==> src/sv/bpp_pkg.sv <==
// Package for the prism projector and face culler.
// Holds field widths, face and register codes, stage payload types and the vertex table.
// Depends on nothing.
`default_nettype none
package bpp_pkg;
    localparam int PRISM_WIDTH_DEF = 16;
    localparam int DH_RESET = 480;
    localparam int VD_RESET = 400;

    localparam int CORD_W = 17;
    localparam int NUM_W = 27;
    localparam int DEN_W = 14;
    localparam int Q_W = 15;
    localparam int QZ_W = 11;
    localparam int LANES = 8;

    localparam logic REG_DISPLAY_HEIGHT = 1'b0;
    localparam logic REG_VIEW_DISTANCE = 1'b1;

    localparam logic [1:0] FACE_FRONT = 2'd0;
    localparam logic [1:0] FACE_TOP = 2'd1;
    localparam logic [1:0] FACE_RIGHT = 2'd2;
    localparam logic [1:0] FACE_LEFT = 2'd3;

    typedef struct packed {
        logic [3:0][CORD_W-1:0] raw;
        logic [3:0] neg;
        logic [1:0][DEN_W-1:0] den;
        logic [1:0] zpos;
        logic [QZ_W-1:0] qz;
        logic zneg;
    } side_t;

    typedef logic [3:0][NUM_W-1:0] num_t;
    typedef logic [LANES-1:0][Q_W-1:0] quot_t;

    function automatic logic [2:0] corner_of(input logic [1:0] face, input logic [2:0] vtx);
        logic [2:0] c;
        c = 3'd0;
        unique case (face)
            FACE_FRONT: begin
                case (vtx)
                    3'd1: c = 3'd1;
                    3'd2: c = 3'd5;
                    3'd3: c = 3'd4;
                    default: c = 3'd0;
                endcase
            end
            FACE_TOP: begin
                case (vtx)
                    3'd1: c = 3'd5;
                    3'd2: c = 3'd6;
                    3'd3: c = 3'd7;
                    default: c = 3'd4;
                endcase
            end
            FACE_RIGHT: begin
                case (vtx)
                    3'd1: c = 3'd2;
                    3'd2: c = 3'd6;
                    3'd3: c = 3'd5;
                    default: c = 3'd1;
                endcase
            end
            default: begin
                case (vtx)
                    3'd1: c = 3'd3;
                    3'd2: c = 3'd7;
                    3'd3: c = 3'd4;
                    default: c = 3'd0;
                endcase
            end
        endcase
        return c;
    endfunction
endpackage
`default_nettype wire

==> src/sv/bpp_front.sv <==
// Front stages: corner coordinates at accept, then products, divisors and depth quotient.
// Depends on bpp_pkg.
`default_nettype none
module bpp_front #(
    parameter int PRISM_WIDTH = bpp_pkg::PRISM_WIDTH_DEF
) (
    input  wire                     aclk,
    input  wire                     aresetn,
    input  wire                     en,
    input  wire                     in_valid,
    input  wire signed [11:0]       pos_x,
    input  wire signed [11:0]       pos_depth,
    input  wire signed [11:0]       base_y,
    input  wire [9:0]               prism_height,
    input  wire [12:0]              display_height,
    input  wire [11:0]              view_distance,
    output logic                    out_valid,
    output bpp_pkg::num_t           out_num,
    output bpp_pkg::side_t          out_side
);
    import bpp_pkg::*;

    localparam logic signed [CORD_W-1:0] XR_OFS = CORD_W'(5 * PRISM_WIDTH);
    localparam logic signed [14:0] ZB_OFS = 15'(3 * PRISM_WIDTH);
    localparam logic [31:0] RECIP_W = 32'((1 << 20) / PRISM_WIDTH + 1);

    logic a_valid_reg;
    logic [3:0][CORD_W-1:0] a_n_reg;
    logic [1:0][14:0] a_z_reg;
    logic [11:0] a_zabs_reg;
    logic a_zneg_reg;

    logic signed [CORD_W-1:0] xl, xr, yb, yt, ye, hgt_e, dh_e;
    logic signed [14:0] zf;

    always_comb begin
        xl = CORD_W'(pos_x) * CORD_W'(10);
        xr = xl + XR_OFS;
        ye = CORD_W'(base_y);
        hgt_e = CORD_W'(prism_height);
        yb = ye * CORD_W'(10);
        yt = (ye + hgt_e) * CORD_W'(10);
        dh_e = CORD_W'(display_height);
        zf = 15'(pos_depth) * 15'(3);
    end

    always_ff @(posedge aclk) begin
        if (!aresetn) begin
            a_valid_reg <= 1'b0;
        end else if (en) begin
            a_valid_reg <= in_valid;
        end
        if (en) begin
            a_n_reg[0] <= xl;
            a_n_reg[1] <= xr;
            a_n_reg[2] <= dh_e - yb;
            a_n_reg[3] <= dh_e - yt;
            a_z_reg[0] <= zf;
            a_z_reg[1] <= zf + ZB_OFS;
            a_zneg_reg <= pos_depth[11];
            a_zabs_reg <= pos_depth[11] ? 12'(-pos_depth) : 12'(pos_depth);
        end
    end

    logic [3:0][29:0] prod;
    logic [31:0] qz_prod;
    logic [1:0][14:0] den_sum;

    always_comb begin
        for (int i = 0; i < 4; i++) begin
            prod[i] = 30'($signed(a_n_reg[i])) * 30'($signed({1'b0, view_distance}));
        end
        for (int j = 0; j < 2; j++) begin
            den_sum[j] = {3'b000, view_distance} + a_z_reg[j];
        end
        qz_prod = 32'(a_zabs_reg) * RECIP_W;
    end

    logic b_valid_reg;
    num_t b_num_reg;
    side_t b_side_reg;

    always_ff @(posedge aclk) begin
        if (!aresetn) begin
            b_valid_reg <= 1'b0;
        end else if (en) begin
            b_valid_reg <= a_valid_reg;
        end
        if (en) begin
            for (int i = 0; i < 4; i++) begin
                b_num_reg[i] <= prod[i][29] ? NUM_W'(-prod[i]) : NUM_W'(prod[i]);
                b_side_reg.neg[i] <= prod[i][29];
                b_side_reg.raw[i] <= a_n_reg[i];
            end
            for (int j = 0; j < 2; j++) begin
                b_side_reg.den[j] <= den_sum[j][DEN_W-1:0];
                b_side_reg.zpos[j] <= !a_z_reg[j][14] && (a_z_reg[j] != 15'd0);
            end
            b_side_reg.qz <= qz_prod[20 +: QZ_W];
            b_side_reg.zneg <= a_zneg_reg;
        end
    end

    assign out_valid = b_valid_reg;
    assign out_num = b_num_reg;
    assign out_side = b_side_reg;
endmodule
`default_nettype wire

==> config.mk <==
export PLATFORM = sky130hd
export DESIGN_NAME = bpp_front
export DESIGN_NICKNAME = d
export VERILOG_FILES = /design/src/sv/bpp_pkg.sv /design/src/sv/bpp_front.sv
export SDC_FILE = /design/constraint.sdc
export NUM_CORES = 2
export LEC_CHECK = 0
export ABC_AREA = 0
export BUFFER_PORTS_ARGS = -buffer_cell sky130_fd_sc_hd__buf_2
export CAP_MARGIN = 20
export CORE_AREA = 5 5 285 287
export CTS_BUF_LIST = sky130_fd_sc_hd__clkbuf_8
export DETAILED_ROUTE_END_ITERATION = 8
export DIE_AREA = 0 0 290 292
export GPL_ROUTABILITY_DRIVEN = 0
export GPL_TIMING_DRIVEN = 0
export PLACE_DENSITY = 0.84
export SKIP_LAST_GASP = 1
export SYNTH_ARGS = -nofsm -noshare
export SYNTH_HDL_FRONTEND = slang
export SYNTH_SLANG_ARGS = --single-unit
==> constraint.sdc <==
create_clock -name aclk -period 10.8 [get_ports aclk]
set_input_delay 2.16 -clock aclk [delete_from_list [all_inputs] [get_ports aclk]]
set_output_delay 2.16 -clock aclk [all_outputs]
set_load 0.02 [all_outputs]
==> impl_metrics.py <==
metrics = {
    "outcome": {
        "status": "completed",
    },
    "clocking": {
        "cts_hold_buf": 0,
        "clockBufferDepth": 3,
        "clk-insertion-delay-late_ps": 730,
        "clock-root-buffer": "clkbuf_8",
        "cts_setup_buffers": 0,
        "cts_tree": "done",
        "path_clk_slew_ps": 60,
        "cts_resized": 0,
        "h-tree-depth": 2,
        "cts_buffers": 54,
        "cts.sinks": 304,
    },
    "worst_setup_path": {
        "critPathKind": "in2reg",
        "startpoint_type": "input pin",
        "worst_r2r_path_depth": 23,
        "path_cells": "buf_2 -> clkbuf_1 -> clkbuf_1 -> clkbuf_1 -> nand2_1 -> fa_1 -> inv_1 -> fa_1 -> fa_1 -> fa_1 -> inv_1 -> fa_1 -> inv_1 -> ha_1 -> buf_1 -> nand4_1 -> o31a_1 -> o211ai_1 -> o21a_1 -> a21oi_2 -> xnor2_2 -> buf_2 -> o41ai_1 -> xnor2_1",
        "critPathCaptureType": "flip-flop",
        "cp.arrival_ps": 10430,
        "r2r_end": "out_num[52]",
        "r2r_slack_ps": 3160,
        "worstPathRequired_ps": 11230,
        "slowest_stage": "clkbuf_1",
        "path_max_fanout": 10,
        "cpPeakStageDelay_ps": 950,
        "reg2reg_from": "a_n_reg[33]",
        "cp_common_cell": "fa_1",
    },
    "sta": {
        "drv_slew": 0,
        "fmax_mhz": 100,
        "fin_setup_tns_ps": 0,
        "whs_ps": 416,
        "finalCriticalPeriod_ps": 10000,
        "skew_ps": 46.3,
        "finalHoldViolations": 0,
        "slew_headroom": 0.182,
        "rsz0062_at_grt": "no",
        "setup_viol": 0,
        "finalCritPeriodShare": 0.926,
        "worstMarginPinSlew_ps": 1230,
    },
    "job": {
        "max_cap_viol_count": 0,
    },
    "die": {
        "die_area_um2": 84700,
        "core_um2": 78400,
        "die_h_um": 292,
        "rows": 103,
        "die_x_um": 290,
        "io_pins": 298,
        "start_util": 0.595,
    },
    "worst_hold_path": {
        "hold_path.class": "reg2reg",
        "hold_path_depth": 0,
        "hold_path_end": "out_side[3]",
        "min_from": "a_zabs_reg[6]",
    },
    "routing": {
        "drc": 0,
        "vias": 35800,
        "drtAntennaViolNets": 0,
        "drt-pass1-iter-count": 8,
        "wl_per_cell_um": 20.2,
        "vias_per_cell": 5.68,
        "drt-total-wl_um": 127000,
        "drt_iter0_drc": 3283,
    },
    "placement": {
        "port_buffers": 290,
        "post-dp-hpwl_um": 104000,
        "placed_cells": 6194,
    },
    "synthesis": {
        "synthTopCellsByArea": "fa_1 (31%), edfxtp_1 (19%), ha_1 (11%), inv_1 (8.9%), and2_1 (5.3%)",
        "syn_avg_cell_area_um2": 9.62,
        "dominantRegCellSynth": "edfxtp_1",
        "synth_top_area_frac": 0.314,
        "synth_edf_count": 302,
        "synth.distinct_cells": 94,
        "syn-cell-area_um2": 46600,
        "ys_ff_latch": 304,
        "synthCells": 4846,
        "seq_area_frac_synth": 0.195,
        "ys_async_sr_fraction": 0,
        "ys_warn_count": 0,
        "yosys.area.top_type": "fa_1",
    },
    "final_layout": {
        "final_common_cell": "inv_1",
        "largest_reg_flops": 104,
        "post-route-util": 0.646,
        "drive_gt1_frac": 0.0827,
        "area_growth_pct": 8.64,
        "mostFrequentLayoutCells": "inv_1 (1,122), fa_1 (731), nand2_1 (473)",
        "nNetsFinal": 6435,
        "final_cells": 6304,
    },
    "grt": {
        "grt_max_degree": 121,
        "grt_pass1_vias": 37700,
        "grt_first_pass_wirelength_um": 201000,
        "grt_usage": 0.300,
        "grt-ovfl-total": 0,
        "antenna_found_initial": 22,
    },
}
## final cells by class
type | instances | area, um^2
flip-flops and latches | 304 | 9110
clock buffers | 54 | 743
well taps | 1050 | 1310
repair buffers | 295 | 1560
clock inverters | 45 | 370
multi-input cells | 3248 | 32600
fillers | 6155 | 27700
inverters | 1112 | 4170
plain buffers | 188 | 792
diodes | 8 | 20.0
## layer usage
metal  part of all wire  vias to the layer above  GRT usage
met3               0.14                      544      0.118
met5             0.0011                        -          0
met4              0.059                       20      0.146
met1               0.35                    17400      0.361
met2               0.45                     2067      0.477
li1                   -                    15800          -
## kinds of logic after synthesis
| family | synth area share |
|---|---|
| simple gates | 0.131 |
| buf+inv | 0.107 |
| flops | 0.195 |
| other cells | 0.0000804 |
| xor+xnor | 0.0612 |
| mux | 0.00153 |
| compound gates | 0.0759 |
| fa+ha+maj | 0.428 |
## synth_stat cells, types with 46 or more instances
cell type  number
and2_1        393
clkbuf_1      159
nand2_1       473
ha_1          426
edfxtp_1      302
xor2_1        101
xnor2_1       221
a21oi_1       137
nor2_1        119
o21ai_0       101
inv_1        1111
fa_1          731
a21o_1         55
nand3_1        46
## worst max-delay path, delay by kind of cell
kind	cells	cell delay (ps)
and+or+nand+nor	2	350
buffers and inverters	9	3320
AOI/OAI and AO/OA	5	1050
adders and majority gates	6	2890
xor gates and xnor gates	2	650
## worst max path at each step
stage	startpoint	to	slack (ps)	cells past startpoint
final	view_distance[8]	out_num[24]	800	24
after CTS	view_distance[8]	out_num[24]	1180	24
after detailed placement	view_distance[8]	out_num[24]	470	24
after floorplan	view_distance[1]	out_num[50]	2400	24
after global routing	view_distance[8]	out_num[64]	560	26
after global placement	view_distance[8]	out_num[64]	610	26
## metrics by stage
step / setup WS [ps] / instance area [um^2]
finish: 800 / 50700
global route: 560 / 50600
CTS: 1180 / 50600
detailed placement: 468 / 49500
global placement: 612 / 49400
floorplan: 2400 / 46700
Power is not shown: default switching activity piles up to over one toggle a cycle in this logic, so the estimate is an artifact.
