`src/sv/bpp_pkg.sv`:
```
// Package for the prism projector and face culler.
// Holds field widths, face and register codes, stage payload types and the vertex table.
// Depends on nothing.
`default_nettype none
package bpp_pkg;
    localparam int PRISM_WIDTH_DEF = 16;
    localparam int DH_RESET = 480;
    localparam int VD_RESET = 400;

    localparam int CORD_W = 17;
    localparam int NUM_W = 27;
    localparam int DEN_W = 14;
    localparam int Q_W = 15;
    localparam int QZ_W = 11;
    localparam int LANES = 8;

    localparam logic REG_DISPLAY_HEIGHT = 1'b0;
    localparam logic REG_VIEW_DISTANCE = 1'b1;

    localparam logic [1:0] FACE_FRONT = 2'd0;
    localparam logic [1:0] FACE_TOP = 2'd1;
    localparam logic [1:0] FACE_RIGHT = 2'd2;
    localparam logic [1:0] FACE_LEFT = 2'd3;

    typedef struct packed {
        logic [3:0][CORD_W-1:0] raw;
        logic [3:0] neg;
        logic [1:0][DEN_W-1:0] den;
        logic [1:0] zpos;
        logic [QZ_W-1:0] qz;
        logic zneg;
    } side_t;

    typedef logic [3:0][NUM_W-1:0] num_t;
    typedef logic [LANES-1:0][Q_W-1:0] quot_t;

    function automatic logic [2:0] corner_of(input logic [1:0] face, input logic [2:0] vtx);
        logic [2:0] c;
        c = 3'd0;
        unique case (face)
            FACE_FRONT: begin
                case (vtx)
                    3'd1: c = 3'd1;
                    3'd2: c = 3'd5;
                    3'd3: c = 3'd4;
                    default: c = 3'd0;
                endcase
            end
            FACE_TOP: begin
                case (vtx)
                    3'd1: c = 3'd5;
                    3'd2: c = 3'd6;
                    3'd3: c = 3'd7;
                    default: c = 3'd4;
                endcase
            end
            FACE_RIGHT: begin
                case (vtx)
                    3'd1: c = 3'd2;
                    3'd2: c = 3'd6;
                    3'd3: c = 3'd5;
                    default: c = 3'd1;
                endcase
            end
            default: begin
                case (vtx)
                    3'd1: c = 3'd3;
                    3'd2: c = 3'd7;
                    3'd3: c = 3'd4;
                    default: c = 3'd0;
                endcase
            end
        endcase
        return c;
    endfunction
endpackage
`default_nettype wire

```
`src/sv/bpp_emit.sv`:
```
// Result buffer and face sequencer: signs the quotients, culls faces, emits vertex words.
// Depends on bpp_pkg.
`default_nettype none
module bpp_emit (
    input  wire                     aclk,
    input  wire                     aresetn,
    input  wire                     in_valid,
    input  bpp_pkg::quot_t          in_quot,
    input  bpp_pkg::side_t          in_side,
    output logic                    ld_ready,
    output logic                    m_valid,
    input  wire                     m_ready,
    output logic [1:0]              m_face_kind,
    output logic signed [5:0]       m_draw_layer,
    output logic signed [15:0]      m_point_x,
    output logic signed [16:0]      m_point_y,
    output logic                    m_face_start,
    output logic                    m_last
);
    import bpp_pkg::*;

    localparam logic [31:0] RECIP_31 = 32'((1 << 20) / 31 + 1);

    logic buf_valid_reg;
    logic [1:0] face_reg;
    logic [2:0] vtx_reg;
    logic signed [15:0] sx_reg [4];
    logic signed [16:0] sy_reg [4];
    logic signed [5:0] layer_reg;
    logic [3:1] vis_reg;

    logic signed [CORD_W-1:0] val [LANES];
    logic [31:0] lq_prod;
    logic [5:0] lq;
    logic [4:0] lrem;
    logic signed [5:0] layer_next;

    always_comb begin
        for (int l = 0; l < LANES; l++) begin
            if (in_side.zpos[l[1]]) begin
                val[l] = in_side.neg[{l[2], l[0]}] ? -$signed(CORD_W'(in_quot[l]))
                                                   : $signed(CORD_W'(in_quot[l]));
            end else begin
                val[l] = $signed(in_side.raw[{l[2], l[0]}]);
            end
        end
        lq_prod = 32'(in_side.qz) * RECIP_31;
        lq = lq_prod[25:20];
        lrem = 5'(in_side.qz - QZ_W'(lq) * QZ_W'(31));
        layer_next = in_side.zneg ? -$signed(6'(lrem)) : $signed(6'(lrem));
    end

    logic [1:0] nf;
    logic more;
    logic [3:0] vis;
    logic take;
    logic load;

    always_comb begin
        vis = {vis_reg, 1'b1};
        nf = face_reg;
        more = 1'b0;
        for (int f = 3; f >= 1; f--) begin
            if (f > int'(face_reg) && vis[f]) begin
                nf = 2'(f);
                more = 1'b1;
            end
        end
        take = buf_valid_reg && m_ready;
        m_last = (vtx_reg == 3'd4) && !more;
        ld_ready = !buf_valid_reg || (take && m_last);
        load = in_valid && ld_ready;
    end

    always_ff @(posedge aclk) begin
        if (!aresetn) begin
            buf_valid_reg <= 1'b0;
            face_reg <= FACE_FRONT;
            vtx_reg <= 3'd0;
        end else if (load) begin
            buf_valid_reg <= 1'b1;
            face_reg <= FACE_FRONT;
            vtx_reg <= 3'd0;
        end else if (take) begin
            if (m_last) begin
                buf_valid_reg <= 1'b0;
                face_reg <= FACE_FRONT;
                vtx_reg <= 3'd0;
            end else if (vtx_reg == 3'd4) begin
                face_reg <= nf;
                vtx_reg <= 3'd0;
            end else begin
                vtx_reg <= vtx_reg + 3'd1;
            end
        end
        if (load) begin
            for (int j = 0; j < 4; j++) begin
                sx_reg[j] <= val[j][15:0];
                sy_reg[j] <= val[4 + j];
            end
            layer_reg <= layer_next;
            vis_reg[1] <= val[5] > val[7];
            vis_reg[2] <= val[1] < val[3];
            vis_reg[3] <= val[0] > val[2];
        end
    end

    logic [2:0] corner;
    logic [1:0] sx_sel, sy_sel;

    always_comb begin
        corner = corner_of(face_reg, vtx_reg);
        sx_sel = {corner[1], corner[1] ^ corner[0]};
        sy_sel = {corner[1], corner[2]};
        m_valid = buf_valid_reg;
        m_face_kind = face_reg;
        m_face_start = (vtx_reg == 3'd0);
        m_point_y = sy_reg[sy_sel];
        m_point_x = sx_reg[sx_sel] + ((face_reg == FACE_RIGHT) ? 16'sd1 : 16'sd0);
        case (face_reg)
            FACE_FRONT: m_draw_layer = (layer_reg < 6'sd30) ? layer_reg + 6'sd2 : 6'sd31;
            FACE_TOP: m_draw_layer = (layer_reg < 6'sd31) ? layer_reg + 6'sd1 : 6'sd31;
            default: m_draw_layer = layer_reg;
        endcase
    end

`ifndef NO_ASSERTIONS
    a_vtx_range: assert property (@(posedge aclk) disable iff (!aresetn)
        vtx_reg <= 3'd4) else $error("vertex counter out of range");
    a_face_visible: assert property (@(posedge aclk) disable iff (!aresetn)
        buf_valid_reg && (face_reg != FACE_FRONT) |-> vis[face_reg])
        else $error("culled face is being emitted");
    a_load_front: assert property (@(posedge aclk) disable iff (!aresetn)
        load |=> (face_reg == FACE_FRONT) && (vtx_reg == 3'd0) && buf_valid_reg)
        else $error("new prism does not start at the front face");
`endif
endmodule
`default_nettype wire

```
`config.mk`:
```
export PLATFORM = sky130hd
export DESIGN_NAME = bpp_emit
export DESIGN_NICKNAME = d
export VERILOG_FILES = /design/src/sv/bpp_pkg.sv /design/src/sv/bpp_emit.sv
export SDC_FILE = /design/constraint.sdc
export NUM_CORES = 1
export LEC_CHECK = 0
export ABC_AREA = 1
export BUFFER_PORTS_ARGS = -buffer_cell sky130_fd_sc_hd__buf_2
export CORE_ASPECT_RATIO = 0.5
export CORE_MARGIN = 10
export CORE_UTILIZATION = 61
export DETAILED_ROUTE_END_ITERATION = 8
export PLACE_DENSITY_LB_ADDON = 0.2
export SLEW_MARGIN = 20
export SYNTH_ARGS = -nofsm -noshare
export SYNTH_HDL_FRONTEND = slang
export SYNTH_SLANG_ARGS = --single-unit
```
`constraint.sdc`:
```
create_clock -name aclk -period 9.8 [get_ports aclk]
set_clock_uncertainty 0.15 [all_clocks]
set_input_delay 1.47 -clock aclk [delete_from_list [all_inputs] [get_ports aclk]]
set_output_delay 1.47 -clock aclk [all_outputs]
set_load 0.1 [all_outputs]
```
==> out/summary.txt, run 1 <==
Initial Util: 0.6217
PD cells: 166.7 nW/um^2
GPL Wtd Cong: 0.9985
final instance area: 15,530 um^2
Filler cells: 1,875
syn nets: 2,198
first-iteration detailed-routing DRC count: 1,474
CP Data Required Time: 9840 ps
maxcap violations: 0
first-pass GRT wire length: 63,100 um
via count: 13,040
worst relative slew slack: 0.3271
initial antenna violation count: 9
status: completed
Fmax achieved: 144.4 MHz
Std-Cell Rows: 38
ys flop type: edfxtp_1
worst skew pair latency: 430 ps
Final min period: 6926 ps
FF+latch area: 4354 um^2
CP most frequent cell: nand2_1
CP startpoint kind: input pin
Critical-path top delay cell: fa_1
Layout Cells excl Fill: 2,359
Setup Viol. Count Final: 0
Final WS setup: 2874 ps
Pwr Total: 2.589 mW
RSZ-0062 raised after global routing: false
vias in the first global route: 12,340
number of I/O port buffers: 254
htree depth: 4
IO Count: 283
Synth Cell Area: 13,480 um^2
core area: 21,680 um^2
root buf cell: clkbuf_16
grt ovf: 0
Post-CTS Repair Setup Buffers: 0
routed len/inst: 17.23 um
synth top area cells: edfxtp_1, nand2_1, ha_1, inv_1, o21ai_0
clk buf depth: 2
largest vdd supply drop: 0.1778 mV
CTS tree: yes
Largest register FFs: 68
Seq/Total Area, Yosys: 0.3230
cts hold-fix bufs: 0
count leader, synth: nand2_1
Critical Path AT: 6970 ps
commonest cells in the netlist: nand2_1, inv_1, nor2_1, o21ai_0, edfxtp_1
kind of critical path: input pin to flip-flop
total CTS buffers: 17
Yosys top cell area share: 0.3141
final core utilization: 0.7162
Antenna Nets Post-Route: 0
EDFF count, synth: 141
Die ar.: 28,800 um^2
Vias/cell: 5.528
Worst Hold Class: flip-flop to flip-flop
leakage: 7.436 nW
Fin Setup TNS: 0 ps
Slew @ Worst Pin: 1007 ps
Cells after Synth: 1,823
Post-DP Area: 14,900 um^2
total global-route track usage: 0.2707
largest net degree at the start of global routing: 91
Placed Cells incl. Taps: 2,319
asr flop ratio synth: 0
critical path peak fanout: 6
clock sink count: 147
period utilization: 0.7067
pre-CTS setup slack: 2449 ps
Routed WL: 40,640 um
drt first pass iters: 6
Final Hold Viols: 0
# resized after CTS: 0
Synth-to-Final Area Change: 15.20%
Netlist cell types: 52
Final nets: 2,413
hpwl dp: 31,460 um
max-slew violations: 0
hold_ws: 364.6 ps
Multi-input gate area: 7958 um^2
Avg Cell Area, Syn: 7.394 um^2
Worst-path clk slew: 70 ps
Die H: 125.1 um
Yosys warning total: 0
drt drc: 0
register bit total from synthesis: 147
share of cells above drive strength 1: 0.1566
crit path capture type: flip-flop
die width: 230.2 um
slowest stage delay, CP: 540 ps
area leader, netlist: edfxtp_1
cells by family after synthesis:
group,synth area share
compound gates,0.1421
xor+xnor,0.08057
fa+ha+maj,0.1300
buf+inv,0.08660
flops,0.3230
simple gates,0.2377
layout make-up:
| type | instances | area share |
|---|---|---|
| tap | 300 | 0.02417 |
| multi-input combinational | 1373 | 0.5124 |
| timing repair buffer | 259 | 0.08452 |
| antenna | 9 | 0.001450 |
| clock buffer | 22 | 0.02860 |
| inverter | 240 | 0.05834 |
| sequential | 147 | 0.2804 |
| clock inverter | 9 | 0.01007 |
worst max-delay path, delay by kind of cell:
kind	cells	cell delay [ps]
simple gates	15	1430
compound gates	6	920
xor+xnor	1	230
buf+inv	7	510
fa+ha+maj	7	2370
placed cells by master (no fill, tap or decap), types with 6 or more instances in the layout:
| master | instances |
|---|---|
| diode_2 | 9 |
| o21ai_0 | 148 |
| a31oi_1 | 26 |
| ha_1 | 132 |
| o21ai_1 | 14 |
| nor2_1 | 190 |
| o22ai_1 | 12 |
| buf_2 | 254 |
| xnor2_1 | 40 |
| inv_1 | 229 |
| dfxtp_1 | 6 |
| nand2_1 | 451 |
| or2_2 | 6 |
| o31ai_1 | 8 |
| clkbuf_16 | 17 |
| nand3_1 | 65 |
| a32oi_1 | 17 |
| inv_2 | 8 |
| nor4_1 | 6 |
| o22ai_2 | 7 |
| nor3_1 | 44 |
| edfxtp_1 | 141 |
| xor2_1 | 84 |
| a21oi_1 | 64 |
| nand4_1 | 8 |
per-layer routing:
layer / wire (um) / part of all wire / up-vias / GRT usage
li1: - / - / 6495 / -
met1: 16430 / 0.40 / 5945 / 0.3276
met2: 20220 / 0.50 / 519 / 0.4736
met3: 2828 / 0.070 / 82 / 0.04763
met4: 1154 / 0.028 / 0 / 0.1042
met5: 0 / 0 / - / 0
worst paths after layout:
| kind | from | to | slack [ps] | cells past startpoint |
|---|---|---|---|---|
| max | in_side[3] | layer_reg[4]$_DFFE_PP_ | 2870 | 36 |
| min | vtx_reg[1]$_SDFFE_PP0P_ | vtx_reg[1]$_SDFFE_PP0P_ | 360 | 2 |
| max reg2reg | m_face_kind[1]$_SDFFE_PP0P_ | sx_reg[3][2]$_DFFE_PP_ | 6610 | 8 |
| min reg2reg | vtx_reg[1]$_SDFFE_PP0P_ | vtx_reg[1]$_SDFFE_PP0P_ | 360 | 2 |
power breakdown:
group / leakage [nW] / total [mW] / internal [mW] / switching (mW)
combinational: 5.74 / 1.10 / 0.346 / 0.755
clock: 0.282 / 0.685 / 0.425 / 0.260
sequential: 1.41 / 0.804 / 0.777 / 0.0271
(Power assumes the default switching activity.)
==> run 2, diff against run 1 <==
--- a/config.mk
+++ b/config.mk
@@ -9,7 +9,7 @@
 export BUFFER_PORTS_ARGS = -buffer_cell sky130_fd_sc_hd__buf_2
 export CORE_ASPECT_RATIO = 0.5
 export CORE_MARGIN = 10
-export CORE_UTILIZATION = 61
+export CORE_UTILIZATION = 57
 export DETAILED_ROUTE_END_ITERATION = 8
 export PLACE_DENSITY_LB_ADDON = 0.2
 export SLEW_MARGIN = 20
==> constraint.sdc (replaced) <==
create_clock -name aclk -period 6.5 [get_ports aclk]
set_clock_uncertainty 0.15 [all_clocks]
set_input_delay 0.975 -clock aclk [delete_from_list [all_inputs] [get_ports aclk]]
set_output_delay 0.975 -clock aclk [all_outputs]
set_load 0.1 [all_outputs]
==> run 2 against run 1 <==
Via count down 2.0%; critical path depth up 3; global-route usage down 2.8 points; die area up 6.1%; sequential share of layout area down 0.27 points; sequential power up 50%; sequential cell count unchanged; first-iteration DRC count down 33%; non-clock buffer count up 19; total power up 48%; worst hold slack worse by 8.8 ps; cell count up 0.97%; critical path type unchanged; largest power group unchanged.
==> out/summary.txt, run 2 (synthesized netlist as in run 1, its figures left out) <==
CP most frequent cell: nand2_1 (unchanged)
Final WS setup: 449.0 ps (was 2874 ps)
initial antenna violation count: 5 (was 9)
via count: 12,780 (was 13,040)
final instance area: 15,680 um^2 (was 15,530 um^2)
kind of critical path: input pin to flip-flop (unchanged)
Worst-path clk slew: 60 ps (was 70 ps)
Routed WL: 38,420 um (was 40,640 um)
GPL Wtd Cong: 0.9249 (was 0.9985)
Slew @ Worst Pin: 1028 ps (was 1007 ps)
total CTS buffers: 17 (unchanged)
Fmax achieved: 165.3 MHz
max-slew violations: 0 (unchanged)
leakage: 7.518 nW (was 7.436 nW)
clk buf depth: 2 (unchanged)
worst hold path depth: 2 (unchanged)
total global-route track usage: 0.2429 (was 0.2707)
core area: 23,030 um^2 (was 21,680 um^2)
hpwl dp: 30,220 um (was 31,460 um)
# resized after CTS: 0 (unchanged)
CTS tree: yes (unchanged)
Post-CTS Repair Setup Buffers: 0 (unchanged)
clock sink count: 147 (unchanged)
critical path peak fanout: 4 (was 6)
IO Count: 283 (unchanged)
number of I/O port buffers: 254 (unchanged)
Worst Hold Class: flip-flop to flip-flop (unchanged)
routed len/inst: 16.13 um (was 17.23 um)
Final min period: 6051 ps
Final Hold Viols: 0 (unchanged)
status: completed (unchanged)
vias in the first global route: 12,150 (was 12,340)
share of cells above drive strength 1: 0.1739 (was 0.1566)
Final nets: 2,432 (was 2,413)
drt first pass iters: 7 (was 6)
hold_ws: 355.9 ps (was 364.6 ps)
worst relative slew slack: 0.3140 (was 0.3271)
period utilization: 0.9309
Initial Util: 0.5852 (was 0.6217)
first-pass GRT wire length: 60,120 um (was 63,100 um)
largest net degree at the start of global routing: 70 (was 91)
drt drc: 0 (unchanged)
Synth-to-Final Area Change: 16.33% (was 15.20%)
Antenna Nets Post-Route: 0 (unchanged)
first-iteration detailed-routing DRC count: 990 (was 1,474)
Std-Cell Rows: 39 (was 38)
R2R cell count: 8 (unchanged)
pre-CTS setup slack: -74.27 ps (was 2449 ps)
Vias/cell: 5.367 (was 5.528)
Post-DP Area: 15,050 um^2 (was 14,900 um^2)
die width: 237.5 um (was 230.2 um)
Largest register FFs: 68 (unchanged)
CP Data Required Time: 6550 ps (was 9840 ps)
maxcap violations: 0 (unchanged)
Setup Viol. Count Final: 0 (unchanged)
htree depth: 4 (unchanged)
cts hold-fix bufs: 0 (unchanged)
root buf cell: clkbuf_16 (unchanged)
CP startpoint kind: input pin (unchanged)
Critical Path AT: 6100 ps (was 6970 ps)
Die H: 128.7 um (was 125.1 um)
crit path capture type: flip-flop (unchanged)
largest vdd supply drop: 0.3188 mV (was 0.1778 mV)
Die ar.: 30,570 um^2 (was 28,800 um^2)
slowest stage delay, CP: 470 ps (was 540 ps)
most frequent cells in the layout: nand2_1, buf_2, inv_1, nor2_1, o21ai_0 (unchanged)
Critical-path top delay cell: fa_1 (unchanged)
commonest non-fill, non-tap cell in the layout: nand2_1 (unchanged)
grt ovf: 0 (unchanged)
worst skew pair latency: 440 ps (was 430 ps)
PD cells: 245.0 nW/um^2 (was 166.7 nW/um^2)
run 2: cell types whose count changed in the layout (fill, tap and decap cells not counted), sizes merged:
cell / before / now
diode: 9 / 5
buf: 259 / 278
inv: 239 / 246
clkbuf: 22 / 17
clkinv: 4 / 7
bufinv: 4 / 0
run 2: stage by stage:
stage / setup TNS (ps) / utilization / total power, mW / cells
after floorplan: 0 / - / 2.491 / 1823
after global placement: 0 / 0.6536 / 2.879 / 2345
after detailed placement: -104.9 / 0.6536 / 2.908 / 2345
after CTS: 0 / 0.6773 / 3.824 / 2377
after global routing: -17.51 / 0.6808 / 4.110 / 2382
final: 0 / 0.6808 / 3.842 / 2382
run 2: path summary, 6_finish.rpt:
path,start,to,slack (ps)
min,vtx_reg[0]$_SDFFE_PP0P_,vtx_reg[0]$_SDFFE_PP0P_,360
min reg2reg,vtx_reg[0]$_SDFFE_PP0P_,vtx_reg[0]$_SDFFE_PP0P_,360
max,in_side[7],layer_reg[4]$_DFFE_PP_,450
max reg2reg,m_face_kind[1]$_SDFFE_PP0P_,sx_reg[0][12]$_DFFE_PP_,3660
run 2: report_power, final:
| group | internal, mW | leakage, nW | switching, mW | total, mW |
|---|---|---|---|---|
| sequential | 1.17 | 1.41 | 0.0414 | 1.21 |
| combinational | 0.577 | 5.84 | 1.14 | 1.72 |
| clock | 0.496 | 0.269 | 0.417 | 0.914 |
| total | 2.24 | 7.52 | 1.60 | 3.84 |
run 2: layout make-up:
type | count | area [um^2]
multi-input combinational | 1373 | 8025
fill | 2056 | 7352
sequential | 147 | 4354
timing repair buffer | 278 | 1451
inverter | 240 | 907.1
clock buffer | 17 | 425.4
tap | 307 | 384.1
clock inverter | 15 | 120.1
antenna | 5 | 12.51
run 2: worst max-delay path, delay by kind of cell:
kind                       cells  cell delay, ps
AOI/OAI and AO/OA              2             210
adders and majority gates      9            2770
and+or+nand+nor               18            1550
buffers and inverters         10             580
run 2: routing by layer:
metal	routed length [um]	share of wire	vias to the layer above	track usage
met5	0	0	-	0
met4	802	0.021	0	0.08168
met3	2407	0.063	54	0.03985
met2	18860	0.49	398	0.4201
met1	16350	0.43	5789	0.3065
li1	-	-	6543	-
==> run 3, diff against run 2 <==
--- a/config.mk
+++ b/config.mk
@@ -5,11 +5,11 @@
 export SDC_FILE = /design/constraint.sdc
 export NUM_CORES = 1
 export LEC_CHECK = 0
-export ABC_AREA = 1
+export ABC_AREA = 0
 export BUFFER_PORTS_ARGS = -buffer_cell sky130_fd_sc_hd__buf_2
 export CORE_ASPECT_RATIO = 0.5
 export CORE_MARGIN = 10
-export CORE_UTILIZATION = 57
+export CORE_UTILIZATION = 56
 export DETAILED_ROUTE_END_ITERATION = 8
 export PLACE_DENSITY_LB_ADDON = 0.2
 export SLEW_MARGIN = 20
==> run 3 against run 2 <==
Combinational power up 5%; clock-buffer cell count unchanged; fmax is 3.3% lower; worst setup slack lost 200 ps; critical endpoint is now layer_reg[5]$_SDFFCE_PN0P_.
==> out/summary.txt, run 3 <==
EDFF count, synth: 141 (unchanged)
Final WS setup: 244.4 ps (was 449.0 ps)
number of I/O port buffers: 254 (unchanged)
PD cells: 263.7 nW/um^2 (was 245.0 nW/um^2)
first-pass GRT wire length: 58,000 um (was 60,120 um)
Netlist cell types: 60 (was 52)
share of cells above drive strength 1: 0.2192 (was 0.1739)
Placed Cells incl. Taps: 1,936 (was 2,345)
largest net degree at the start of global routing: 89 (was 70)
period utilization: 0.9624 (was 0.9309)
drt first pass iters: 6 (was 7)
crit path capture type: flip-flop (unchanged)
hpwl dp: 29,840 um (was 30,220 um)
hold_ws: 381.6 ps (was 355.9 ps)
register bit total from synthesis: 147 (unchanged)
grt ovf: 0 (unchanged)
kind of critical path: input pin to flip-flop (unchanged)
Yosys top cell area share: 0.3319 (was 0.3141)
Synth-to-Final Area Change: 17.97% (was 16.33%)
crit path buf inv count: 6 (was 10)
commonest cells in the netlist: a21oi_1, nor2_1, edfxtp_1, ha_1, nand2_1 (was nand2_1, inv_1, nor2_1, o21ai_0, edfxtp_1)
vias in the first global route: 11,230 (was 12,150)
worst skew pair latency: 440 ps (about the same)
syn nets: 1,792 (was 2,198)
cts hold-fix bufs: 0 (unchanged)
Avg Cell Area, Syn: 9.003 um^2 (was 7.394 um^2)
Worst-path clk slew: 60 ps (about the same)
maxcap violations: 0 (unchanged)
Synth Cell Area: 12,760 um^2 (was 13,480 um^2)
Final Hold Viols: 0 (unchanged)
initial antenna violation count: 8 (was 5)
Std-Cell Rows: 38 (was 39)
Antenna Nets Post-Route: 0 (unchanged)
via count: 11,480 (was 12,780)
commonest non-fill, non-tap cell in the layout: buf_2 (was nand2_1)
max-slew violations: 0 (unchanged)
Fmax achieved: 159.9 MHz (was 165.3 MHz)
Final min period: 6256 ps (was 6051 ps)
most frequent cells in the layout: buf_2, nor2_1, edfxtp_1, a21oi_1, ha_1 (was nand2_1, buf_2, inv_1, nor2_1, o21ai_0)
total CTS buffers: 17 (unchanged)
core area: 22,010 um^2 (was 23,030 um^2)
CTS tree: yes (unchanged)
Post-DP Area: 14,360 um^2 (was 15,050 um^2)
root buf cell: clkbuf_16 (unchanged)
Die ar.: 29,580 um^2 (was 30,570 um^2)
leakage: 6.760 nW (was 7.518 nW)
Routed WL: 38,020 um (was 38,420 um)
htree depth: 4 (unchanged)
area leader, netlist: edfxtp_1 (unchanged)
CP startpoint kind: input pin (unchanged)
critical path peak fanout: 3 (was 4)
Cells after Synth: 1,417 (was 1,823)
asr flop ratio synth: 0 (unchanged)
worst relative slew slack: 0.2796 (was 0.3140)
first-iteration detailed-routing DRC count: 893 (was 990)
final instance area: 15,050 um^2 (was 15,680 um^2)
Vias/cell: 5.805 (was 5.367)
Yosys warning total: 0 (unchanged)
Die H: 126.7 um (was 128.7 um)
Critical Path AT: 6290 ps (was 6100 ps)
status: completed (unchanged)
Setup Viol. Count Final: 0 (unchanged)
die width: 233.5 um (was 237.5 um)
Worst Hold Class: flip-flop to flip-flop (unchanged)
clock sink count: 147 (unchanged)
largest vdd supply drop: 0.6216 mV (was 0.3188 mV)
CP Data Required Time: 6540 ps (was 6550 ps)
synth top area cells: edfxtp_1, ha_1, xor2_1, a21oi_1, nor2_1 (was edfxtp_1, nand2_1, ha_1, inv_1, o21ai_0)
ys flop type: edfxtp_1 (unchanged)
Filler cells: 1,786 (was 2,056)
GPL Wtd Cong: 0.9113 (was 0.9249)
Slew @ Worst Pin: 1081 ps (was 1028 ps)
slowest stage delay, CP: 550 ps (was 470 ps)
total global-route track usage: 0.2443 (was 0.2429)
Initial Util: 0.5795 (was 0.5852)
Largest register FFs: 68 (unchanged)
drt drc: 0 (unchanged)
clk buf depth: 2 (unchanged)
CP most frequent cell: ha_1 (was nand2_1)
Critical-path top delay cell: fa_1 (unchanged)
IO Count: 283 (unchanged)
pre-CTS setup slack: -375.2 ps (was -74.27 ps)
Layout Cells excl Fill: 1,978 (was 2,382)
routed len/inst: 19.22 um (was 16.13 um)
Final nets: 2,032 (was 2,432)
Worst path top cell family by delay: adder cells (unchanged)
Seq/Total Area, Yosys: 0.3413 (was 0.3230)
==> run 3: cell types whose count changed after synthesis, moves of 17 or more <==
cell	change
or3_1	+29
nand3_1	-49
and2_1	+17
a211oi_1	+24
a21oi_1	+78
o21ai_0	-94
inv_1	-128
nand2_1	-328
nor2b_1	+25
mux2_2	+25
nor2_1	-48
xor2_1	+17
mux2i_1	+36
nor3_1	-33
==> run 3: what timing repair did <==
action,CTS,global route
hold endpoints to repair,0,0
gates resized for setup,0,13
setup endpoints to repair,0,3
setup buffers,0,1
==> run 3: layer usage <==
| layer | global-route usage | up-vias | wire, um |
|---|---|---|---|
| met5 | 0 | - | 0 |
| met4 | 0.06978 | 0 | 830 |
| met3 | 0.05318 | 48 | 2350 |
| met2 | 0.4375 | 391 | 19200 |
| met1 | 0.2897 | 5471 | 15640 |
| li1 | - | 5572 | - |
==> run 3: metrics by stage <==
step	TNS [ps]	util	total power [mW]
6_report	0	0.6836	3.969
5_1_grt	-37.39	0.6835	4.209
4_1_cts	0	0.6780	3.905
3_5_place_dp	-1067	0.6521	2.948
3_3_place_gp	-524.7	0.6521	2.893
2_1_floorplan	0	-	2.488
==> run 3: kinds of logic after synthesis <==
kind of cell    synth area share
buf+inv                  0.05022
flops                     0.3413
compound gates            0.1623
simple gates              0.1631
mux                      0.05031
fa+ha+maj                 0.1373
xor+xnor                 0.09543
==> run 3: cell type report <==
cell class              count  area, um^2  share of cell area
flip-flops and latches    147        4354              0.2893
clock inverters            15       145.1            0.009644
well taps                 300       375.4             0.02494
clock buffers              17       425.4             0.02827
multi-input cells        1108        7851              0.5217
repair buffers            280        1491             0.09910
inverters                 103       386.6             0.02569
diodes                      8       20.02            0.001330
==> run 3: path summary, 6_finish.rpt <==
| path | end | slack, ps | cells after the start | start |
|---|---|---|---|---|
| hold reg to reg | vtx_reg[1]$_SDFFE_PP0P_ | 380 | 2 | vtx_reg[1]$_SDFFE_PP0P_ |
| setup / recovery | layer_reg[5]$_SDFFCE_PN0P_ | 240 | 27 | in_side[11] |
| hold / removal | vtx_reg[1]$_SDFFE_PP0P_ | 380 | 2 | vtx_reg[1]$_SDFFE_PP0P_ |
| setup reg to reg | sy_reg[3][8]$_DFFE_PP_ | 3310 | 6 | m_face_kind[1]$_SDFFE_PP0P_ |
==> run 3: power by group <==
part	switching [mW]	internal [mW]
Clock	0.443	0.505
Sequential	0.0413	1.17
Combinational	1.11	0.694
==> run 3: worst reg2reg max path, cell delays in order, from the launching register on <==
cell     delay [ps]
dfxtp_1         680
inv_1           180
a21oi_1         170
o221a_2         250
nand2_1         120
a21oi_4         410
buf_4           780
